===== config.mk =====
export PLATFORM = sky130hd
export DESIGN_NAME = ffa_walk
export DESIGN_NICKNAME = d
export VERILOG_FILES = /design/src/hdl/ffa_pkg.sv /design/src/hdl/ffa_walk.sv
export SDC_FILE = /design/constraint.sdc
export NUM_CORES = 1
export LEC_CHECK = 0
export ABC_AREA = 1
export BUFFER_PORTS_ARGS = -buffer_cell sky130_fd_sc_hd__buf_2
export CORE_ASPECT_RATIO = 0.6
export CORE_MARGIN = 3
export CORE_UTILIZATION = 45
export DETAILED_ROUTE_END_ITERATION = 10
export GPL_TIMING_DRIVEN = 0
export PLACE_DENSITY_LB_ADDON = 0.08
export RECOVER_POWER = 100
export SLEW_MARGIN = 20
export SYNTH_ARGS = -nofsm -noshare
export SYNTH_HDL_FRONTEND = slang
export SYNTH_SLANG_ARGS = --single-unit
export TNS_END_PERCENT = 5

===== constraint.sdc =====
create_clock -name clk -period 6.6 [get_ports clk]
set_clock_uncertainty 0.2 [all_clocks]
set_input_delay 1.65 -clock clk [delete_from_list [all_inputs] [get_ports clk]]
set_output_delay 1.65 -clock clk [all_outputs]
set_load 0.01 [all_outputs]

===== src/hdl/ffa_pkg.sv =====
`timescale 1ns / 1ps

package ffa_pkg;

  // Byte positions inside the pool are carried with headroom for pos + 4 + size.
  localparam int POS_W = 17;
  localparam int CFG_W = 15;
  localparam int HDR_W = 16;
  localparam int CNT_W = 13;

  localparam logic [1:0] CMD_ALLOC  = 2'd0;
  localparam logic [1:0] CMD_FREE   = 2'd1;
  localparam logic [1:0] CMD_REPORT = 2'd2;

  localparam logic [1:0] MARK_FREE = 2'd1;
  localparam logic [1:0] MARK_BUSY = 2'd2;

  localparam logic [15:0] LOW_MARK_INIT = 16'hFFFF;

  typedef enum logic [2:0] {
    ST_OK,
    ST_ZERO,
    ST_TOO_LARGE,
    ST_NO_FIT,
    ST_NOT_BLOCK,
    ST_NOT_BUSY,
    ST_OUTSIDE
  } status_t;

  typedef enum logic [3:0] {
    S_INIT,
    S_IDLE,
    S_A_WALK,
    S_A_MARK,
    S_F_WALK,
    S_CO_START,
    S_CO_HEAD,
    S_CO_WALK,
    S_ST_START,
    S_ST_WALK,
    S_DONE
  } state_t;

  typedef struct packed {
    status_t      status;
    logic [15:0]  addr;
    logic [14:0]  free_bytes;
    logic [14:0]  largest_free;
    logic [12:0]  free_blocks;
    logic [12:0]  busy_blocks;
    logic [15:0]  min_largest_free;
    logic [15:0]  min_free_total;
    logic [12:0]  peak_blocks;
    logic [12:0]  max_busy;
    logic [15:0]  min_request;
    logic [15:0]  max_request;
  } res_t;

endpackage


===== src/hdl/ffa_walk.sv =====
`timescale 1ns / 1ps

module ffa_walk import ffa_pkg::*; #(
  parameter int POOL_WORDS = 4096
) (
  input  logic                          clk,
  input  logic                          rst,
  input  logic [CFG_W-1:0]              pool,
  input  logic                          in_valid,
  output logic                          in_ready,
  input  logic [1:0]                    cmd,
  input  logic [15:0]                   req_bytes,
  input  logic [15:0]                   block_addr,
  input  logic                          out_free,
  output logic                          res_load,
  output res_t                          res,
  output logic                          mem_we,
  output logic [$clog2(POOL_WORDS)-1:0] mem_waddr,
  output logic [HDR_W-1:0]              mem_wdata,
  output logic [$clog2(POOL_WORDS)-1:0] mem_raddr,
  input  logic [HDR_W-1:0]              mem_rdata
);

  localparam int WADDR = $clog2(POOL_WORDS);

  state_t state, state_next;
  logic [1:0]       cmd_q, cmd_q_next;
  logic [15:0]      baddr_q, baddr_q_next;
  logic [POS_W-1:0] rsz_q, rsz_q_next;
  logic [POS_W-1:0] pos, pos_next, npos, npos_next;
  logic [HDR_W-1:0] hcur, hcur_next;
  status_t          status_q, status_q_next;
  logic [15:0]      addr_q, addr_q_next;
  logic             changed, changed_next;
  logic [15:0]      fbytes, fbytes_next, largest, largest_next;
  logic [CNT_W-1:0] nfree, nfree_next, nbusy, nbusy_next;
  logic [15:0]      ll_mark, ll_mark_next, lf_mark, lf_mark_next;
  logic [CNT_W-1:0] hb_mark, hb_mark_next, hbusy_mark, hbusy_mark_next;
  logic [15:0]      lreq_mark, lreq_mark_next, hreq_mark, hreq_mark_next;

  logic [POS_W-1:0] pool_w, rsz_in, hsz, step, merged, merge_step, keep_step, wpos, rd_pos;
  logic [1:0]       mark;
  logic             step_end;
  logic [CNT_W:0]   nblocks;
  logic [15:0]      ll_upd, lf_upd;
  logic [CNT_W-1:0] hb_upd, hbusy_upd;

  assign pool_w     = {2'b00, pool};
  assign rsz_in     = ({1'b0, req_bytes} + 17'd3) & ~17'd3;
  assign hsz        = {1'b0, mem_rdata & 16'hFFFC};
  assign mark       = mem_rdata[1:0];
  assign step       = pos + 17'd4 + hsz;
  assign step_end   = step >= pool_w;
  assign merged     = {1'b0, hcur & 16'hFFFC} + hsz + 17'd4;
  assign merge_step = pos + 17'd4 + merged;
  assign keep_step  = npos + 17'd4 + hsz;

  assign mem_waddr = wpos[WADDR+1:2];
  assign mem_raddr = rd_pos[WADDR+1:2];

  // Watermarks as they stand once this command's statistics are in.
  assign nblocks   = {1'b0, nfree} + {1'b0, nbusy};
  assign ll_upd    = (changed && largest < ll_mark) ? largest : ll_mark;
  assign lf_upd    = (changed && fbytes < lf_mark) ? fbytes : lf_mark;
  assign hb_upd    = (changed && nblocks > {1'b0, hb_mark}) ? nblocks[CNT_W-1:0] : hb_mark;
  assign hbusy_upd = (changed && nbusy > hbusy_mark) ? nbusy : hbusy_mark;

  always_comb begin
    res.status           = status_q;
    res.addr             = addr_q;
    res.free_bytes       = fbytes[14:0];
    res.largest_free     = largest[14:0];
    res.free_blocks      = nfree;
    res.busy_blocks      = nbusy;
    res.min_largest_free = ll_upd;
    res.min_free_total   = lf_upd;
    res.peak_blocks      = hb_upd;
    res.max_busy         = hbusy_upd;
    res.min_request      = lreq_mark;
    res.max_request      = hreq_mark;
  end

  always_ff @(posedge clk) begin
    if (rst) begin
      state      <= S_INIT;
      ll_mark    <= LOW_MARK_INIT;
      lf_mark    <= LOW_MARK_INIT;
      hb_mark    <= '0;
      hbusy_mark <= '0;
      lreq_mark  <= LOW_MARK_INIT;
      hreq_mark  <= '0;
    end else begin
      state      <= state_next;
      ll_mark    <= ll_mark_next;
      lf_mark    <= lf_mark_next;
      hb_mark    <= hb_mark_next;
      hbusy_mark <= hbusy_mark_next;
      lreq_mark  <= lreq_mark_next;
      hreq_mark  <= hreq_mark_next;
    end
    cmd_q    <= cmd_q_next;
    baddr_q  <= baddr_q_next;
    rsz_q    <= rsz_q_next;
    pos      <= pos_next;
    npos     <= npos_next;
    hcur     <= hcur_next;
    status_q <= status_q_next;
    addr_q   <= addr_q_next;
    changed  <= changed_next;
    fbytes   <= fbytes_next;
    largest  <= largest_next;
    nfree    <= nfree_next;
    nbusy    <= nbusy_next;
  end

  always_comb begin
    state_next      = state;
    cmd_q_next      = cmd_q;
    baddr_q_next    = baddr_q;
    rsz_q_next      = rsz_q;
    pos_next        = pos;
    npos_next       = npos;
    hcur_next       = hcur;
    status_q_next   = status_q;
    addr_q_next     = addr_q;
    changed_next    = changed;
    fbytes_next     = fbytes;
    largest_next    = largest;
    nfree_next      = nfree;
    nbusy_next      = nbusy;
    ll_mark_next    = ll_mark;
    lf_mark_next    = lf_mark;
    hb_mark_next    = hb_mark;
    hbusy_mark_next = hbusy_mark;
    lreq_mark_next  = lreq_mark;
    hreq_mark_next  = hreq_mark;
    in_ready        = 1'b0;
    res_load        = 1'b0;
    mem_we          = 1'b0;
    wpos            = pos;
    mem_wdata       = '0;
    rd_pos          = step;

    unique case (state)
      S_INIT: begin
        mem_we     = 1'b1;
        wpos       = '0;
        mem_wdata  = 16'(pool_w - 17'd4) | {14'd0, MARK_FREE};
        state_next = S_IDLE;
      end
      S_IDLE: begin
        in_ready = 1'b1;
        rd_pos   = '0;
        if (in_valid) begin
          cmd_q_next    = cmd;
          baddr_q_next  = block_addr;
          rsz_q_next    = rsz_in;
          pos_next      = '0;
          addr_q_next   = '0;
          changed_next  = 1'b0;
          fbytes_next   = '0;
          largest_next  = '0;
          nfree_next    = '0;
          nbusy_next    = '0;
          status_q_next = ST_OK;
          state_next    = S_ST_WALK;
          unique case (cmd)
            CMD_ALLOC: begin
              if (req_bytes == 16'd0) begin
                status_q_next = ST_ZERO;
              end else if (rsz_in > pool_w) begin
                status_q_next = ST_TOO_LARGE;
              end else begin
                if (req_bytes < lreq_mark) lreq_mark_next = req_bytes;
                if (req_bytes > hreq_mark) hreq_mark_next = req_bytes;
                status_q_next = ST_NO_FIT;
                state_next    = S_A_WALK;
              end
            end
            CMD_FREE: begin
              if ({1'b0, block_addr} >= pool_w) begin
                status_q_next = ST_OUTSIDE;
              end else begin
                status_q_next = ST_NOT_BLOCK;
                state_next    = S_F_WALK;
              end
            end
            default: begin
              status_q_next = ST_OK;
            end
          endcase
        end
      end
      S_A_WALK: begin
        if (mark == MARK_FREE && hsz >= rsz_q) begin
          addr_q_next   = 16'(pos + 17'd4);
          status_q_next = ST_OK;
          changed_next  = 1'b1;
          mem_we        = 1'b1;
          if (hsz - rsz_q >= 17'd8) begin
            // Carve the tail off as a new free block, then mark the head busy.
            wpos       = pos + 17'd4 + rsz_q;
            mem_wdata  = 16'(hsz - rsz_q - 17'd4) | {14'd0, MARK_FREE};
            state_next = S_A_MARK;
          end else begin
            mem_wdata  = {mem_rdata[15:2], MARK_BUSY};
            state_next = S_ST_START;
          end
        end else if (step_end) begin
          state_next = S_ST_START;
        end else begin
          pos_next = step;
        end
      end
      S_A_MARK: begin
        mem_we     = 1'b1;
        mem_wdata  = {rsz_q[15:2], MARK_BUSY};
        state_next = S_ST_START;
      end
      S_F_WALK: begin
        if (pos + 17'd4 == {1'b0, baddr_q}) begin
          if (mark != MARK_BUSY) begin
            status_q_next = ST_NOT_BUSY;
            state_next    = S_ST_START;
          end else begin
            mem_we        = 1'b1;
            mem_wdata     = {mem_rdata[15:2], MARK_FREE};
            status_q_next = ST_OK;
            changed_next  = 1'b1;
            state_next    = S_CO_START;
          end
        end else if (step_end) begin
          state_next = S_ST_START;
        end else begin
          pos_next = step;
        end
      end
      S_CO_START: begin
        rd_pos     = '0;
        pos_next   = '0;
        state_next = S_CO_HEAD;
      end
      S_CO_HEAD: begin
        hcur_next = mem_rdata;
        npos_next = step;
        if (step_end) begin
          state_next = S_ST_START;
        end else begin
          state_next = S_CO_WALK;
        end
      end
      S_CO_WALK: begin
        // hcur holds the header at pos, mem_rdata the header at npos.
        if (hcur[1:0] == MARK_FREE && mark == MARK_FREE) begin
          mem_we    = 1'b1;
          mem_wdata = {merged[15:2], MARK_FREE};
          hcur_next = {merged[15:2], MARK_FREE};
          npos_next = merge_step;
          rd_pos    = merge_step;
          if (merge_step >= pool_w) state_next = S_ST_START;
        end else begin
          pos_next  = npos;
          hcur_next = mem_rdata;
          npos_next = keep_step;
          rd_pos    = keep_step;
          if (keep_step >= pool_w) state_next = S_ST_START;
        end
      end
      S_ST_START: begin
        rd_pos     = '0;
        pos_next   = '0;
        state_next = S_ST_WALK;
      end
      S_ST_WALK: begin
        if (mark == MARK_FREE) begin
          nfree_next  = nfree + 13'd1;
          fbytes_next = fbytes + hsz[15:0];
          if (hsz[15:0] > largest) largest_next = hsz[15:0];
        end else begin
          nbusy_next = nbusy + 13'd1;
        end
        if (step_end) begin
          state_next = S_DONE;
        end else begin
          pos_next = step;
        end
      end
      S_DONE: begin
        if (out_free) begin
          res_load        = 1'b1;
          ll_mark_next    = ll_upd;
          lf_mark_next    = lf_upd;
          hb_mark_next    = hb_upd;
          hbusy_mark_next = hbusy_upd;
          if (cmd_q == CMD_REPORT) begin
            lreq_mark_next = LOW_MARK_INIT;
            hreq_mark_next = '0;
          end
          state_next = S_IDLE;
        end
      end
      default: begin
        state_next = S_IDLE;
      end
    endcase
  end

  a_idle_no_write: assert property (@(posedge clk) disable iff (rst)
    (state == S_IDLE) |-> !mem_we)
    else $error("header write while idle");

  a_done_returns: assert property (@(posedge clk) disable iff (rst)
    (state == S_DONE && out_free) |=> (state == S_IDLE))
    else $error("finished command did not return to idle");

  a_walk_in_pool: assert property (@(posedge clk) disable iff (rst)
    (state == S_A_WALK || state == S_F_WALK || state == S_ST_WALK || state == S_CO_WALK)
      |-> (pos < pool_w))
    else $error("walk position left the pool");

  a_load_only_done: assert property (@(posedge clk) disable iff (rst)
    res_load |-> (state == S_DONE))
    else $error("result loaded outside the done state");

endmodule


After elaboration in Yosys (flattened, before gate mapping):

Index checks and enable logic that the tools add are counted.

* add/sub/neg operators: 16
* multiply operators: 0
* divide/modulo/power cells: 0
* magnitude comparators: 14
* equal/unequal tests: 36
* shift-type cells: 0
* multiplexer cells: 92
* bitwise operators: 0
* reductions and logical operators: 30

Operators by type and width (count)
* $mux 16: 27
* $pmux 16 s2: 6
* $mux 17: 6
* $pmux 17 s6: 1
* $pmux 16 s5: 1
* $mux 13: 5
* $mux 4: 15
* $pmux 14 s2: 2
* $pmux 13 s2: 2
* $add 17x3->17 const B: 3
* $ge 17x15->1: 3
* $lt 16x16->1: 3
* $pmux 4 s10: 1
* $ne 2x2->1 const B: 18
* $add 17x16->17: 2
* $pmux 17 s2: 1
* $gt 16x16->1: 2
* $mux 14: 2
* $add 13x1->13 const B: 2
* $add 16x16->17: 1
* $add 16x2->17 const B: 1
* $add 17x17->17: 1
* $eq 17x16->1: 1
* $ge 16x17->1: 1
* other kinds (41): 81

* register bits after elaboration: 255
* bits in latches: 0
* memory bits (writable): 0
* memory bits (read-only): 0
* input bits: 69
* output and inout bits: 208
* logic and storage cells: 208
* memories kept: 0

Depth between registers and ports, before layout:

* depth after elaboration: 7
* gate-level depth with buffers: 34

Least setup slack after synthesis:

No wires, ideal clock.

* path type: in2out
* start point: input port mem_rdata[2]
* end point: output port mem_raddr[10]
* arrival time: 4.677 ns
* required time: 4.750 ns
* path slack: 0.073 ns
* cell stages on the path: 20
* path through: inv_1 -> ha_1 -> inv_1 -> ha_1 -> inv_1 -> fa_1 -> o21ai_0 -> a21oi_1 -> o21bai_1 -> xor2_1 -> ha_1 -> a21o_1 -> a21oi_1 -> nand2_1 -> nand2_1 -> a21oi_1 -> xor2_1 -> a22o_1 -> inv_1 -> o21ai_0

* word-level cells in the longest chain between the ends: 5

Ends and longest elaborated chain
* from (decl): RTL line ffa_walk.sv:21 `input logic [HDR_W-1:0] mem_rdata`
* $add 16x16->17: RTL line ffa_walk.sv:54 `assign merged = {1'b0, hcur & 16'hFFFC} + hsz + 17'd4;`
* $add 17x3->17: RTL line ffa_walk.sv:54
* $add 17x17->17: RTL line ffa_walk.sv:55 `assign merge_step = pos + 17'd4 + merged;`
* $mux 17
* $pmux 14 s2 *: RTL line ffa_walk.sv:144 `unique case (state)`
* to (decl): RTL line ffa_walk.sv:20 `output logic [$clog2(POOL_WORDS)-1:0] mem_raddr,`

Every way passes the cells marked *; elsewhere a longest branch is shown, timed or not.

Worst setup path after layout:

* start point: input port mem_rdata[4]
* end point: output port mem_raddr[10]

The elaborated chain is that of the path after synthesis.

==> run summary <==
After floorplanning, the core was sized to cover 0.0501 sq mm. The number of stages on the worst hold path came out at 2. The I/O pin count came out at 277. The number of antenna violations at the first check in global routing is 5. The final reports fail on capacitance limit, slew limit, setup timing. The instance count of the mapped netlist came out at 3,219. The switching fraction of total power came out at 51.3%. The most common cell after layout, fill and taps aside is sky130_fd_sc_hd__nand2_1. The CTS tree is built. Across all setup checks in the final design, the least slack found is -0.174 ns. The internal power came out at 5.20 mW. The die span in y came out at 181 um. The clock network latency to the later pin of the worst-skew pair came out at 0.61 ns. The simple-gate portion of the synthesized area came out at 23.6%. The share of power burned in combinational logic came out at 61.3%.

The routed wire length is 92,300 um. The peak ir drop on the vdd network came out at 0.294 mV. The area added between synthesis and finish is 16.2%. Clock tree synthesis inserted a total of 29 buffers.

The static leakage power came out at 13.2 nW. The detailed-routing iteration count for the pre-antenna-repair pass came out at 5. The number of remaining DRC errors came out at 0. STA classifies the critical path startpoint as an input pin. Setup repair after global routing could not meet its margin everywhere.

The critical path required time came out at 4.75 ns. By area, the combinational part of the netlist is dominated by simple AND/OR/NAND/NOR gates. For the pin with the worst max-slew slack, the measured transition is 1.83 ns. The synthesis warning total is 0. The number of H-tree levels came out at 1. The starting DRC count in detailed routing is 2,628. The worst setup path is of the input pin to primary output kind.

The critical path capture point type is a primary output. The number of nets in the final layout came out at 3,935. Measured in cells, the most critical reg-to-reg path has a length of 24. The placed wire-length estimate came out at 75,400 um.

For the finished layout, the period the worst path requires is 6.77 ns. Summing the sequential cell areas from Yosys gives 28.6% of the chip area. The total global routing overflow came out at 0. The run finished, with violations left. The port buffer count came out at 271.

The per-cell routed wire length came out at 21.7 um. Cells with a size suffix above 1 make up 13.3% of the layout. After synthesis, the netlist uses 60 different library cells.

The worst hold path begins at hreq_mark[15]. The cell area after layout is 0.0268 sq mm. The share of async-settable or async-resettable flops after synthesis came out at 0%. Counting flops and latches in the post-synthesis netlist gives 251. The die outline area is 0.0541 sq mm. Leaving out fill and tap cells, the most frequent cells in the layout are sky130_fd_sc_hd__nand2_1 (654), sky130_fd_sc_hd__inv_1 (527), sky130_fd_sc_hd__ha_1 (296). The tree is rooted in a sky130_fd_sc_hd__clkbuf_16. The largest fanout of any net on the critical path is 7. The number of standard-cell rows in the floorplan is 63.

The placed instances occupy a cell area of 0.0254 sq mm. The critical path data arrival time is 4.92 ns. The part of the total power dissipated in the clock network is 15.4%.

Among all flip-flop cells after synthesis, the most frequent one is sky130_fd_sc_hd__edfxtp_1. The cell area after technology mapping is 0.0231 sq mm. The number of global-route vias before repair came out at 21,610.

The worst slew slack as a fraction of its limit came out at -22.5%. The clock-pin slew on the worst setup and hold paths came out at 0.07 ns. The clock passes through at most 3 buffers. The number of clock sinks came out at 251. Global routing used 32.7% of the available tracks across all layers.

The synthesized netlist devotes 15.6% of its cell area to compound gates. The total vias in the final route came out at 23,994. The count of flip-flops with a built-in enable after synthesis came out at 157. The sequential share of power came out at 23.3%. Summing the areas of all fa, ha and maj instances in the mapped netlist gives 17.4% of the synthesized area. The share of cell area taken by muxes after synthesis came out at 0%. The worst hold path terminates at hreq_mark[15]. The final count of pins violating max slew came out at 46.

At the end of routability-driven placement, the weighted congestion stood at 1.02. Entering global routing, the biggest net connects 28 pins. The total design power is 10.7 mW. The net switching power of the design is 5.47 mW. The worst register-to-register path begins at pos[2]. The post-placement setup slack came out at -0.950 ns. Dividing total power by cell area gives a power density of 398 mW/mm^2. The tool flagged a number of max-cap violations equal to 2.

The per-instance average area after synthesis came out at 7.17 sq um. The path class of the tightest hold or removal check is flip-flop to flip-flop. Summing the areas of all xor and xnor instances in the mapped netlist gives 3.62% of the synthesized area.

In this run the register-to-register setup slack is 0.39 ns. The via density per instance came out at 5.64. The initial standard-cell utilization of the core came out at 46.1%.

The final-report hold violation count was 0. The final number of setup-violating endpoints is 7. The number of nets with antenna violations after detailed routing is 0.

The final-layout fill cell count came out at 5,003. In this run the critical register-to-register path is captured at pos[4]. From left edge to right edge, the die measures 298 um.

The top achievable clock speed is 148 MHz. The worst path uses 103% of the clock period. The global-route wire length before repair came out at 135,000 um.
## metal layers
metal  GRT usage [%]  wire length, um  up-vias
met1            51.2            44200    11254
met3            9.38            11600      123
met2            43.8            34700     1200
met4            6.11             1880        2
li1                -                -    11415
met5               0               13        -
## per-stage QoR
step | hold slack (ns) | utilization (%) | setup TNS [ns] | cells
2_1_floorplan | 0.243 | - | 0 | 3222
3_3_place_gp | 0.249 | 50.6 | -21.40 | 4175
3_5_place_dp | 0.254 | 50.8 | -12.22 | 4179
4_1_cts | 0.264 | 53.2 | -0.389 | 4245
5_1_grt | 0.297 | 53.6 | -2.10 | 4255
6_report | 0.261 | 53.6 | -0.304 | 4257
## critical path, stage by stage
cell,delay [ns]
sky130_fd_sc_hd__clkbuf_4,0.20
sky130_fd_sc_hd__ha_4,0.30
sky130_fd_sc_hd__inv_1,0.05
sky130_fd_sc_hd__fa_2,0.41
sky130_fd_sc_hd__o21ai_2,0.20
sky130_fd_sc_hd__a21oi_1,0.08
sky130_fd_sc_hd__o21bai_1,0.15
sky130_fd_sc_hd__xor2_1,0.23
sky130_fd_sc_hd__ha_1,0.30
sky130_fd_sc_hd__a21o_1,0.19
sky130_fd_sc_hd__a21oi_1,0.13
sky130_fd_sc_hd__nand2_1,0.11
sky130_fd_sc_hd__nand2_1,0.10
sky130_fd_sc_hd__a21oi_2,0.07
sky130_fd_sc_hd__xor2_1,0.23
sky130_fd_sc_hd__a22o_1,0.18
sky130_fd_sc_hd__inv_1,0.05
sky130_fd_sc_hd__o21ai_1,0.09
sky130_fd_sc_hd__buf_2,0.18
## flip-flops by register name, summed over array words and instances, names as in the netlist, 15 cells and up
register,cells
npos,17
baddr_q,16
ll_mark,16
lreq_mark,16
rsz_q,15
addr_q,16
pos,17
hcur,16
lf_mark,16
hreq_mark,16
## synth_stat cells, drive strengths merged, types with 3 or more instances
cell type	instances	share of area (%)
nand2	669	11
fa	8	0.69
nand4	69	1.9
or2	6	0.16
o21bai	14	0.46
o22ai	4	0.11
clkbuf	57	0.93
nor3b	6	0.20
o21ai	239	5.2
a22oi	10	0.33
a31oi	11	0.30
nor3	51	1.1
buf	46	1.4
o221ai	10	0.54
nand3b	17	0.55
o211ai	21	0.73
dfxtp	94	8.2
xor2	59	2.2
a21o	7	0.23
edfxtp	157	20
nand3	159	3.5
nor4	17	0.46
nor2	264	4.5
inv	542	8.8
ha	309	17
a21oi	296	6.4
o21a	13	0.42
and2	3	0.081
a211oi	4	0.13
xnor2	33	1.3
a21boi	4	0.13
o31ai	9	0.29
## what timing repair did
item / CTS / global route
pin swaps: 14 / 17
hold buffers: 0 / 0
endpoints found under the setup margin: 38 / 49
setup buffers: 12 / 9
gates resized for setup: 39 / 42
## area by class of cell
class                      count  area (sq um)  area share, %
inverter                     543          2050           7.63
sequential                   251          6600           24.6
tap                          682           853           3.18
buffer                       103           547           2.04
timing repair buffer         296          1550           5.77
multi-input combinational   2325         14300           53.3
clock buffer                  37           798           2.97
clock inverter                17           139          0.518
antenna                        3          7.51         0.0280
## logic make-up after synthesis
family	after synthesis
and+or+nand+nor	1263
AOI/OAI and AO/OA	648
buffers and inverters	646
adders and majority gates	317
DFF	251
xor gates and xnor gates	93
other	1
## worst max-delay path by stage
stage	start	to	slack, ns
finish	mem_rdata[4]	mem_raddr[10]	-0.17
global route	mem_rdata[2]	mem_raddr[10]	-0.24
CTS	mem_rdata[2]	mem_raddr[10]	-0.12
detailed placement	mem_rdata[2]	state[2]	-0.95
global placement	mem_rdata[2]	state[3]	-0.93
floorplan	mem_rdata[2]	mem_raddr[10]	0.07
## power groups by stage
stage / logic [mW] / clock network [mW] / registers (mW)
3_3_place_gp: 6.00 / 0 / 2.50
4_1_cts: 6.24 / 1.67 / 2.46
6_report: 6.54 / 1.65 / 2.48
3_5_place_dp: 6.11 / 0 / 2.49
2_1_floorplan: 3.92 / 0 / 2.38
5_1_grt: 7.16 / 1.73 / 2.51
(Power assumes the default switching activity.)
